==> src/rtl/mcv_ram.sv <==
module mcv_ram #(
   parameter int WIDTH  = 4,
   parameter int ADDR_W = 10
) (
   input  logic              clock,
   input  logic              wr_en,
   input  logic [ADDR_W-1:0] wr_addr,
   input  logic [WIDTH-1:0]  wr_data,
   input  logic [ADDR_W-1:0] rd_addr,
   output logic [WIDTH-1:0]  rd_data
);

   logic [WIDTH-1:0] mem [(1 << ADDR_W)];
   logic [WIDTH-1:0] rd_data_ff;

   always_ff @(posedge clock) begin
      if (wr_en) begin
         mem[wr_addr] <= wr_data;
      end
      rd_data_ff <= mem[rd_addr];
   end

   assign rd_data = rd_data_ff;

endmodule

==> config.mk <==
export PLATFORM = sky130hd
export DESIGN_NAME = mcv_ram
export DESIGN_NICKNAME = d
export VERILOG_FILES = /design/src/rtl/mcv_ram.sv
export SDC_FILE = /design/constraint.sdc
export NUM_CORES = 2
export LEC_CHECK = 0
export ABC_AREA = 1
export BUFFER_PORTS_ARGS = -buffer_cell sky130_fd_sc_hd__buf_2
export CAP_MARGIN = 15
export CORE_UTILIZATION = 57
export CTS_CLUSTER_SIZE = 40
export DETAILED_ROUTE_END_ITERATION = 7
export PLACE_DENSITY_LB_ADDON = 0.25
export REMOVE_ABC_BUFFERS = 1
export SETUP_SLACK_MARGIN = 0.4
export SLEW_MARGIN = 10
export SYNTH_ARGS = -nofsm -noshare
export SYNTH_HDL_FRONTEND = slang
export SYNTH_SLANG_ARGS = --single-unit
==> constraint.sdc <==
create_clock -name clock -period 1.85 [get_ports clock]
set_input_delay 0.0925 -clock clock [delete_from_list [all_inputs] [get_ports clock]]
set_output_delay 0.0925 -clock clock [all_outputs]
set_load 0.1 [all_outputs]
Word level (Yosys, flattened, before mapping)
Memory sizes are Yosys's and may differ from the RTL's. A register that Yosys moved wholly into a read port is not among the register bits.
Index checks and enable logic that the tools add are counted.

cells by class
  mux-type cells = 2

operators with widths
  operator          number
  1-bit 2-to-1 mux  2

word-level totals
  memories = 1
  logic and storage cells = 3
  output and inout port bits = 4
  input bits = 26
  RAM bits = 4,096
  register bits after elaboration = 0

memories
  memory  words  width  rd ports  clocked after memory_dff  write ports  line  source
  mem     1,024  4      1         1                         1            13    logic [WIDTH-1:0] mem [(1 << ADDR_W)];

Depth between registers and ports, before layout
  depth in word-level cells = 2
  depth in mapped cells = 17
  mapped depth without buffers = 13

Least setup slack after synthesis
Ideal clock, no wire load.

  path kind = in2reg
  start = input wr_addr[2]
  end = memory mem[443][0], enable pin
  arrival time = 1.502 ns
  path buffers = 3
  slack = 0.019 ns
  stages = 8
  data required time = 1.521 ns
  setup time = 0.329 ns
  path through = buf_2 nor3_1 inv_1 nor2_1 nand2_1 clkbuf_1 clkbuf_1 nor2_1

RTL lines
  element          line  source
  start, declared  7     input logic [ADDR_W-1:0] wr_addr,
  end, declared    13

Straight into the memory's write port.

==> impl_metrics.ini <==
[status]
status = finished, final reports clean

[power]
p_sw_w = 0.0451
power_frac_clock_pct = 41.5
comb_power_share_pct = 7.2
pwr-share-seq_pct = 51.3
swShare_pct = 22.6
power_leakage_nw = 74.2
peakVddDrop_mv = 0.847
power_density_mw_per_mm2 = 976
power.internal_w = 0.154

[logic_synthesis]
yosysSeqAreaShare_pct = 72.7
yosysMostFrequentCell = nand2_1
synth-seq-cells = 4100
netlist_top_cells_count = nand2_1 (4178), edfxtp_1 (4096), nand3_1 (4086)
synth-async-reset-ratio_pct = 0
ys.flop_type = edfxtp_1
synth_area_mm2 = 0.169
synth_top_area_share_pct = 72.7
yosysWarnings = 0
syn_inst = 14600
synth.avg_cell_area_um2 = 11.6
synthTopCellsByArea = edfxtp_1 (73%), nand3_1 (12%), nand2_1 (9.3%)
yosysTopAreaCell = edfxtp_1
synth_cell_types = 18
synth_edf_count = 4096

[finish]
nets = 15900
finish.utilization_pct = 69.3
final_cell_area_mm2 = 0.204
synthToLayoutAreaGrowth_pct = 20.7
drive_gt1_share_pct = 18.8

[grt]
grt.overflow.total = 0
grt_use_total_pct = 32.2
antenna_found_initial = 23
busiest_layer = met2
grt_max_degree = 124
gr-usage-met3_pct = 5.95
grt_pass1_wl_mm = 720
use_met2_pct = 51.4
grt_pass1_vias = 117000
met1_usage_pct = 43.0

[die]
start_util_pct = 57.5
num_rows = 199
die-area_mm2 = 0.299
die_h_um = 547
core_area_mm2 = 0.295
die_w_um = 547
ios = 30

[worst_setup_path]
crit_required_ns = 2.71
critPathKind = reg2reg
crit_chain = nand2_1, nand3_2, nand3_1, nand3_2, nand3_2, nand3_2, nand3_2, nand3_2, buf_6, nand3_2, nand2_1, nand2_2, nand2_1
slowest_stage = edfxtp_1
crit_fanout = 1
cpPeakStageDelay_ns = 0.37
cpMostUsedCell = nand3_2
cp.arrival_ns = 2.63
critPathLaunchType = flip-flop
worstSetupEndpointType = flip-flop

[drt]
drc = 0
ant_nets = 0
vias_per_cell = 6.01
first_pass_iters = 8
wl_per_cell_um = 24.2
num_vias = 121000
drt_wl_total_mm = 487
drt-initial-drc-count = 17000

[place]
place_area_mm2 = 0.188
portBuffers = 29
gp_congestion = 0.939
place_hpwl_mm = 309

[sta]
rsz0062_at_grt = true
worstMarginPinSlew_ns = 0.662
fin_skew_ns = 0.0655
period_minus_slack_ns = 1.77
finalMaxSlewViolations = 0
whs_ns = 0.0333
setup_viol = 0
fmax_mhz = 564
slew_headroom_pct = 55.8
fin_crit_sh_pct = 95.8
hold_viol_final = 0

[cts]
path_clk_slew_ns = 0.06
clockRootBuffer = clkbuf_16
clockBufferDepth = 4
cts_max_level = 5
numClockSinks = 4100
cts_setup_buffers = 0
cts_tree = built
clk_latency_ns = 0.97
cts-buffers-inserted = 404

[flow_run]
drv_cap = 0

[hold_path]
hp-class = in2reg
[power groups by stage]
stage	combinational (W)	sequential [W]	clock, W
6_report	0.0143	0.102	0.0827
4_1_cts	0.0137	0.102	0.0830
3_3_place_gp	0.0130	0.104	0
2_1_floorplan	0.00603	0.104	0
3_5_place_dp	0.0132	0.104	0
5_1_grt	0.0151	0.102	0.0866
[layout make-up]
| cell class | count | area, um2 |
|---|---|---|
| repair buffers | 1939 | 19400 |
| clock inverters | 269 | 2840 |
| multi-input cells | 9335 | 43300 |
| flip-flops and latches | 4100 | 123000 |
| inverters | 44 | 224 |
| clock buffers | 470 | 10400 |
| diodes | 15 | 37.5 |
| fillers | 19700 | 90300 |
| well taps | 3919 | 4900 |
[worst paths after layout]
path,start,end,slack [ns],cells past startpoint
worst min-delay path,wr_addr[8],mem[744][1],0.03,5
worst min register to register,mem[376][1],rd_data[1],1.13,12
worst max register to register,mem[139][0],rd_data[0],0.08,13
worst max-delay path,mem[139][0],rd_data[0],0.08,13
[kinds of logic (layout without fill, tap and decap cells)]
group                  count (synthesis)  after routing  synth area share (%)
and+or+nand+nor                     9335           9335                  23.8
DFF                                 4100           4100                  72.7
buffers and inverters               1144           2722                  3.53
other                                  0             15                     0
[timing repair]
action,in CTS,in global routing
resized for setup,323,306
hold buffers,12,0
pin swaps,92,92
setup endpoints to repair,8,679
cloned,0,2
hold endpoints to repair,3288,0
[layer usage]
layer / vias up / wire length [um]
met3: 1220 / 54100
met1: 58200 / 180000
li1: 54100 / -
met5: - / 22
met2: 7238 / 229000
met4: 4 / 24000
[critical path: cells and delay by family (launching register included)]
| kind | cells | cell delay [ns] |
|---|---|---|
| flops | 1 | 0.37 |
| simple gates | 12 | 1.16 |
| buf+inv | 1 | 0.15 |
[stage by stage]
| step | total power, W | setup TNS (ns) | cells | setup WS [ns] |
|---|---|---|---|---|
| finish | 0.199 | 0 | 20100 | 0.0780 |
| detailed placement | 0.117 | -190.81 | 19300 | -0.847 |
| floorplan | 0.110 | -71.43 | 13500 | -8.72 |
| global route | 0.204 | 0 | 20100 | 0.00000400 |
| global placement | 0.117 | -131.40 | 19300 | -0.838 |
| CTS | 0.199 | 0 | 20100 | 0.0763 |
[flip-flops by register name, summed over array words and instances, names as in the netlist]
signal   count
mem       4096
rd_data      4
[cell usage in the layout (no fill, tap or decap), types with 10 or more instances in the layout]
master	n
nand2_2	10
nor3_1	14
inv_6	15
buf_6	21
nand3_1	3687
inv_1	34
buf_4	1506
nand3_4	59
nand3_2	340
clkinv_1	96
clkbuf_16	408
clkinvlp_4	26
buf_2	14
diode_2	15
clkinv_2	70
buf_12	377
nand2_1	4143
edfxtp_1	4096
clkbuf_1	62
nand2_4	25
nor2_4	28
bufinv_16	50
nor2_1	964
nor2_2	48
dlygate4sd3_1	11
No activity file was read; power rests on OpenSTA's default activity.
