$ cat src/rtl/mcv_pkg.sv
package mcv_pkg;

   localparam int MAX_ROWS    = 32;
   localparam int MAX_COLS    = 32;
   localparam int STORE_DEPTH = MAX_ROWS * MAX_COLS;
   localparam int ADDR_W      = 10;
   localparam int DEPTH_W     = 11;
   localparam int DIM_W       = 6;
   localparam int RAND_W      = 31;
   localparam int DIVISOR_W   = 32;
   localparam int STEP_W      = 5;

   localparam logic [3:0] WALL_N   = 4'b1000;
   localparam logic [3:0] WALL_S   = 4'b0100;
   localparam logic [3:0] WALL_W   = 4'b0010;
   localparam logic [3:0] WALL_E   = 4'b0001;
   localparam logic [3:0] WALL_ALL = 4'b1111;

   localparam logic [RAND_W-1:0] RAND_TOP = 31'h7FFF_FFFF;

   localparam logic [1:0] CMD_INIT = 2'd0;
   localparam logic [1:0] CMD_STEP = 2'd1;
   localparam logic [1:0] CMD_READ = 2'd2;

   localparam logic CSR_ROWS = 1'b0;
   localparam logic CSR_COLS = 1'b1;

   typedef struct packed {
      logic [1:0]        cmd;
      logic [RAND_W-1:0] rand_word;
      logic [ADDR_W-1:0] address;
   } req_type;

   typedef struct packed {
      logic [ADDR_W-1:0] cell_res;
      logic [3:0]        walls;
      logic              advanced;
      logic              done_res;
      logic              stack_underflow;
   } rsp_type;

   typedef struct packed {
      logic                 start;
      logic [RAND_W-1:0]    dividend;
      logic [DIVISOR_W-1:0] divisor;
      logic [STEP_W-1:0]    steps;
   } div_req_type;

   typedef struct packed {
      logic                 done;
      logic [RAND_W-1:0]    quotient;
      logic [DIVISOR_W-1:0] remainder;
   } div_rsp_type;

   // Index of r among n equal slices of the random range, for n from 1 to 4.
   // The thresholds are j * (RAND_TOP / n + 1).
   function automatic logic [1:0] pick_small(input logic [RAND_W-1:0] r,
                                             input logic [2:0] n);
      logic [31:0] t1;
      logic [31:0] t2;
      logic [31:0] t3;
      logic [1:0]  k;
      unique case (n)
         3'd2: begin
            t1 = 32'h4000_0000; t2 = 32'hFFFF_FFFF; t3 = 32'hFFFF_FFFF;
         end
         3'd3: begin
            t1 = 32'h2AAA_AAAB; t2 = 32'h5555_5556; t3 = 32'hFFFF_FFFF;
         end
         3'd4: begin
            t1 = 32'h2000_0000; t2 = 32'h4000_0000; t3 = 32'h6000_0000;
         end
         default: begin
            t1 = 32'h8000_0000; t2 = 32'hFFFF_FFFF; t3 = 32'hFFFF_FFFF;
         end
      endcase
      k = 2'd0;
      if ({1'b0, r} >= t1) k = 2'd1;
      if ({1'b0, r} >= t2) k = 2'd2;
      if ({1'b0, r} >= t3) k = 2'd3;
      return k;
   endfunction

endpackage

$ cat src/rtl/mcv_div.sv
module mcv_div import mcv_pkg::*; (
   input  logic        clock,
   input  logic        reset,
   input  div_req_type req,
   output div_rsp_type rsp
);

   // Restoring division, one quotient bit per cycle, most significant first.
   // The dividend comes left aligned, so a short run handles a narrow value.
   logic                 run_ff, run_in;
   logic                 done_ff, done_in;
   logic [STEP_W-1:0]    cnt_ff, cnt_in;
   logic [RAND_W-1:0]    dvd_ff, dvd_in;
   logic [RAND_W-1:0]    quo_ff, quo_in;
   logic [DIVISOR_W-1:0] rem_ff, rem_in;
   logic [DIVISOR_W-1:0] div_ff, div_in;
   logic [DIVISOR_W:0]   trial;
   logic                 ge;

   always_comb begin
      trial  = {rem_ff, dvd_ff[RAND_W-1]};
      ge     = trial >= {1'b0, div_ff};
      run_in = run_ff;
      done_in = 1'b0;
      cnt_in = cnt_ff;
      dvd_in = dvd_ff;
      quo_in = quo_ff;
      rem_in = rem_ff;
      div_in = div_ff;
      if (req.start) begin
         run_in = 1'b1;
         cnt_in = req.steps;
         dvd_in = req.dividend;
         quo_in = '0;
         rem_in = '0;
         div_in = req.divisor;
      end else if (run_ff) begin
         rem_in = ge ? DIVISOR_W'(trial - {1'b0, div_ff}) : DIVISOR_W'(trial);
         quo_in = {quo_ff[RAND_W-2:0], ge};
         dvd_in = {dvd_ff[RAND_W-2:0], 1'b0};
         cnt_in = cnt_ff - 1'b1;
         if (cnt_ff == STEP_W'(1)) begin
            run_in  = 1'b0;
            done_in = 1'b1;
         end
      end
   end

   always_ff @(posedge clock) begin
      if (reset) begin
         run_ff  <= 1'b0;
         done_ff <= 1'b0;
      end else begin
         run_ff  <= run_in;
         done_ff <= done_in;
      end
      cnt_ff <= cnt_in;
      dvd_ff <= dvd_in;
      quo_ff <= quo_in;
      rem_ff <= rem_in;
      div_ff <= div_in;
   end

   assign rsp.done      = done_ff;
   assign rsp.quotient  = quo_ff;
   assign rsp.remainder = rem_ff;

endmodule

$ cat config.mk
export PLATFORM = sky130hd
export DESIGN_NAME = mcv_div
export DESIGN_NICKNAME = d
export VERILOG_FILES = /design/src/rtl/mcv_pkg.sv /design/src/rtl/mcv_div.sv
export SDC_FILE = /design/constraint.sdc
export NUM_CORES = 1
export LEC_CHECK = 0
export BUFFER_PORTS_ARGS = -buffer_cell sky130_fd_sc_hd__buf_4
export CORE_UTILIZATION = 60
export CTS_BUF_LIST = sky130_fd_sc_hd__clkbuf_8
export CTS_CLUSTER_SIZE = 10
export DETAILED_ROUTE_END_ITERATION = 7
export PLACE_DENSITY = 0.88
export SLEW_MARGIN = 20
export SYNTH_ARGS = -nofsm -noshare
export SYNTH_HDL_FRONTEND = slang
export SYNTH_SLANG_ARGS = --single-unit
$ cat constraint.sdc
create_clock -name clock -period 8.85 [get_ports clock]
set_clock_uncertainty 0.2 [all_clocks]
set_input_delay 2.655 -clock clock [delete_from_list [all_inputs] [get_ports clock]]
set_output_delay 2.655 -clock clock [all_outputs]
set_load 0.005 [all_outputs]
After elaboration in Yosys (flattened, before gate mapping) --
Cells that the tools add are included.
Storage, ports and cells: flip-flop bits (word level) 133, bits of input ports 71, output and inout bits 64, logic and storage cells 23
Cells by class: add/subtract/negate cells 2, order comparisons 1, eq/ne operators 1, muxes and demuxes 9, bitwise operators 1, reductions and logical operators 2
Operator list (number):
- $mux 31 | 2
- $ge 33x32->1 | 1
- $mux 32 | 1
- $sub 32x32->32 | 1
- $mux 5 | 2
- $eq 5x1->1 const B | 1
- $sub 5x1->5 const B | 1
- $mux 1 | 4
- $reduce_or 3->1 | 1
- $reduce_bool 2->1 | 1
- $not 1->1 | 1

Depth between registers and ports, before layout --
word-level depth 4, mapped depth 14

Worst setup path before layout --
Ideal clock, no wire load.
path type input-to-reg, start in req[68] (netlist name), end reg cnt_ff[0] (enable), setup time 422 ps, data arrival time 3665 ps, slack 4564 ps, cell stages on the path 3, path buffers 1, cells stage by stage nor2_1 clkbuf_1 inv_1
Between the ends: cells in the longest elaborated chain, start to end 1
RTL lines:
- from (decl) | line mcv_div.sv:4 | input div_req_type req,
- $reduce_bool 2->1 (no line)
- to (signal assigned) | line mcv_div.sv:57 | cnt_ff <= cnt_in;
- to (decl) | line mcv_div.sv:12 | logic [STEP_W-1:0] cnt_ff, cnt_in;
Every way passes these cells. A chain may end at the register's enable or synchronous reset.

==> run_results.csv <==
group,metric,value,unit
synth,avgSynthCellArea,10.3,µm²
timing,fin_setup_tns,0,ns
timing,final-hold-violation-count,0,
floorplanning,die_area,12000,µm²
detailed_routing,drcViolationCount,0,
power,ir_drop,0.158,mV
power,combinationalPowerShare,19.4,%
cts,cts_buffers,17,
synth,synth.distinct_cells,65,
detailed_routing,wirelength,16.6,mm
floorplanning,start_util,62.9,%
timing,relSlewSlack,27.2,%
global_routing,antenna_found_initial,0,
timing,drv_slew,0,
global_routing,grt_max_degree,75,
power,swShare,27.7,%
global_routing,grt_overflow,0,
synth,ys.flop_type,"edfxtp_1",
timing,period_share,51.2,%
place,dpl.hpwl,11.7,mm
power,leakagePower,3.66,nW
timing,timing.final.crit_period,4.53,ns
power,p_per_area,188,nW/µm²
synth,synth_common_cells,"nor2_1, edfxtp_1, dfxtp_1",
global_routing,grt_pass1_wl,26.6,mm
place,gp_congestion,0.862,
floorplanning,coreArea,11100,µm²
worst_setup_path,end_kind,"flip-flop",
cells_and_area,num_antenna_cells,0,
cells_and_area,fillers,752,
cts,cts_resized,0,
power,power_frac_seq,45.4,%
timing,rsz0062_at_grt,"false",
synth,synth.most_common_cell,"nor2_1",
worst_setup_path,arrival,4.65,ns
synth,ys_ff_latch,133,
synth,yosysTopAreaCellShare,29.3,%
floorplanning,boundaryPins,135,
cells_and_area,fin_area,8460,µm²
synth,synth_area_leaders,"edfxtp_1, dfxtp_1, mux2i_1",
timing,setup_viol,0,
detailed_routing,viasPerCell,5.95,
power,p_int,1.15,mW
detailed_routing,drt-wirelength-per-cell,17.4,µm
global_routing,grt_usage,29.0,%
cts,cts_sinks,133,
cts,cts_root_buf,"clkbuf_8",
synth,yosys_warnings,0,
job,max_cap_violations,0,
detailed_routing,antenna_left,0,
timing,fin_ws,4.32,ns
worst_setup_path,critPathLaunchType,"input pin",
detailed_routing,drtIter0Drc,382,
floorplanning,rows,38,
cts,clk_latency,0.45,ns
cells_and_area,fin_nets,904,
floorplanning,die_h,110,µm
worst_setup_path,worstSetupPathType,"input pin to flip-flop",
place,pre_cts_ws,3.81,ns
hold_path,hold_class,"flip-flop to flip-flop",
cts,clockBufferDepth,2,
synth,synthArstFlopShare,0,%
cts,ctsHoldBuffers,0,
cts,cts-htree-levels,4,
power,clockPowerShare,35.2,%
cts,postCtsSetupRepairBufs,0,
place,post_dp_cell_area,8030,µm²
worst_setup_path,required,8.97,ns
cts,cts_tree,"built",
synth,synth_edf_count,68,
timing,worstMarginPinSlew,1.09,ns
synth,synth_cells,675,
cells_and_area,drive_gt1_share,25.9,%
synth,synth_area,6970,µm²
cells_and_area,area_delta_synth_final,21.4,%
synth,synth_fp_nets,781,
power,p_total,1.59,mW
place,port_buffers,134,
worst_setup_path,cp_max_fo,68,
synth,synth_largest_area_cell,"edfxtp_1",
cells_and_area,fin_util,76.4,%
synth,seq_area_frac_synth,48.0,%
power,p_switching,0.440,mW
timing,fmax,221,MHz
floorplanning,dieWidth,110,µm
run_status,status,"completed",
global_routing,grt_pass1_vias,5578,
cts,cts.reportedPaths.clkPinSlew,0.08,ns
detailed_routing,vias,5660,
detailed_routing,drt_pass1_iterations,5,
[sequential cells by signal, summed over array words and instances (netlist names)]
signal   cells
done_ff      1
div_ff      32
run_ff       1
cnt_ff       5
quo_ff      31
rem_ff      32
dvd_ff      31
[through the flow]
stage | cells | hold slack [ns]
floorplan | 675 | 0.273
global placement | 919 | 0.278
detailed placement | 919 | 0.288
CTS | 951 | 0.307
global route | 951 | 0.335
finish | 951 | 0.305
[cell type report]
type	instances	area, µm²	share of cell area [%]
Tap cell	140	175	2.07
Clock buffer	18	248	2.93
Multi-Input combinational cell	465	3310	39.1
Clock inverter	14	185	2.19
Sequential cell	133	3340	39.5
Inverter	42	158	1.86
Timing Repair Buffer	139	1040	12.3
[power by group through the flow]
stage | sequential (mW) | clock (mW) | combinational (mW)
3_5_place_dp | 0.735 | 0 | 0.302
3_3_place_gp | 0.731 | 0 | 0.287
5_1_grt | 0.726 | 0.590 | 0.337
2_1_floorplan | 0.727 | 0 | 0.212
6_report | 0.721 | 0.560 | 0.308
4_1_cts | 0.721 | 0.565 | 0.304
[cell usage in the layout (no fill, tap or decap), types with 5 or more instances in the layout]
cell type / instances
nand4_1: 7
a31oi_1: 5
nor2_1: 81
dfxtp_1: 64
or3_1: 6
nor4_1: 5
nand2_1: 44
xnor2_1: 9
mux2_2: 31
o21ai_1: 13
nand3_1: 18
buf_4: 139
a311oi_1: 5
nor3_1: 8
a21o_1: 11
o21ai_0: 19
o31ai_1: 6
inv_1: 45
edfxtp_1: 68
xor2_1: 14
a211oi_1: 16
ha_1: 34
nand2b_1: 6
mux2i_1: 45
a21oi_1: 22
clkbuf_8: 18
[critical path: stages]
cell and delay [ns]:
buf_4 0.51, buf_4 0.71, nor2b_1 0.35, a32oi_1 0.29, o31ai_1 0.09
[cell families after synthesis]
| family | synth area share (%) |
|---|---|
| muxes | 11.5 |
| xor gates and xnor gates | 2.89 |
| buffers and inverters | 4.54 |
| adders and majority gates | 6.39 |
| AOI/OAI and AO/OA | 13.9 |
| and+or+nand+nor | 12.8 |
| DFF | 48.0 |
[final timing paths]
kind / from / to / slack, ns / cells past startpoint
max: req[68] / rem_ff[24]$_SDFFE_PP0P_ / 4.32 / 5
min: quo_ff[30]$_SDFFE_PP0P_ / quo_ff[30]$_SDFFE_PP0P_ / 0.31 / 2
max reg2reg: dvd_ff[30]$_DFFE_PP_ / rem_ff[28]$_SDFFE_PP0P_ / 5.14 / 12
min reg2reg: quo_ff[30]$_SDFFE_PP0P_ / quo_ff[30]$_SDFFE_PP0P_ / 0.31 / 2
[layer usage]
layer  global-route usage [%]  part of all wire [%]
met1                     33.9                    41
met2                     49.9                    49
met3                     9.66                   8.0
met4                     10.0                   2.0
met5                        0                     0
Power figures use the tool's default switching activity.
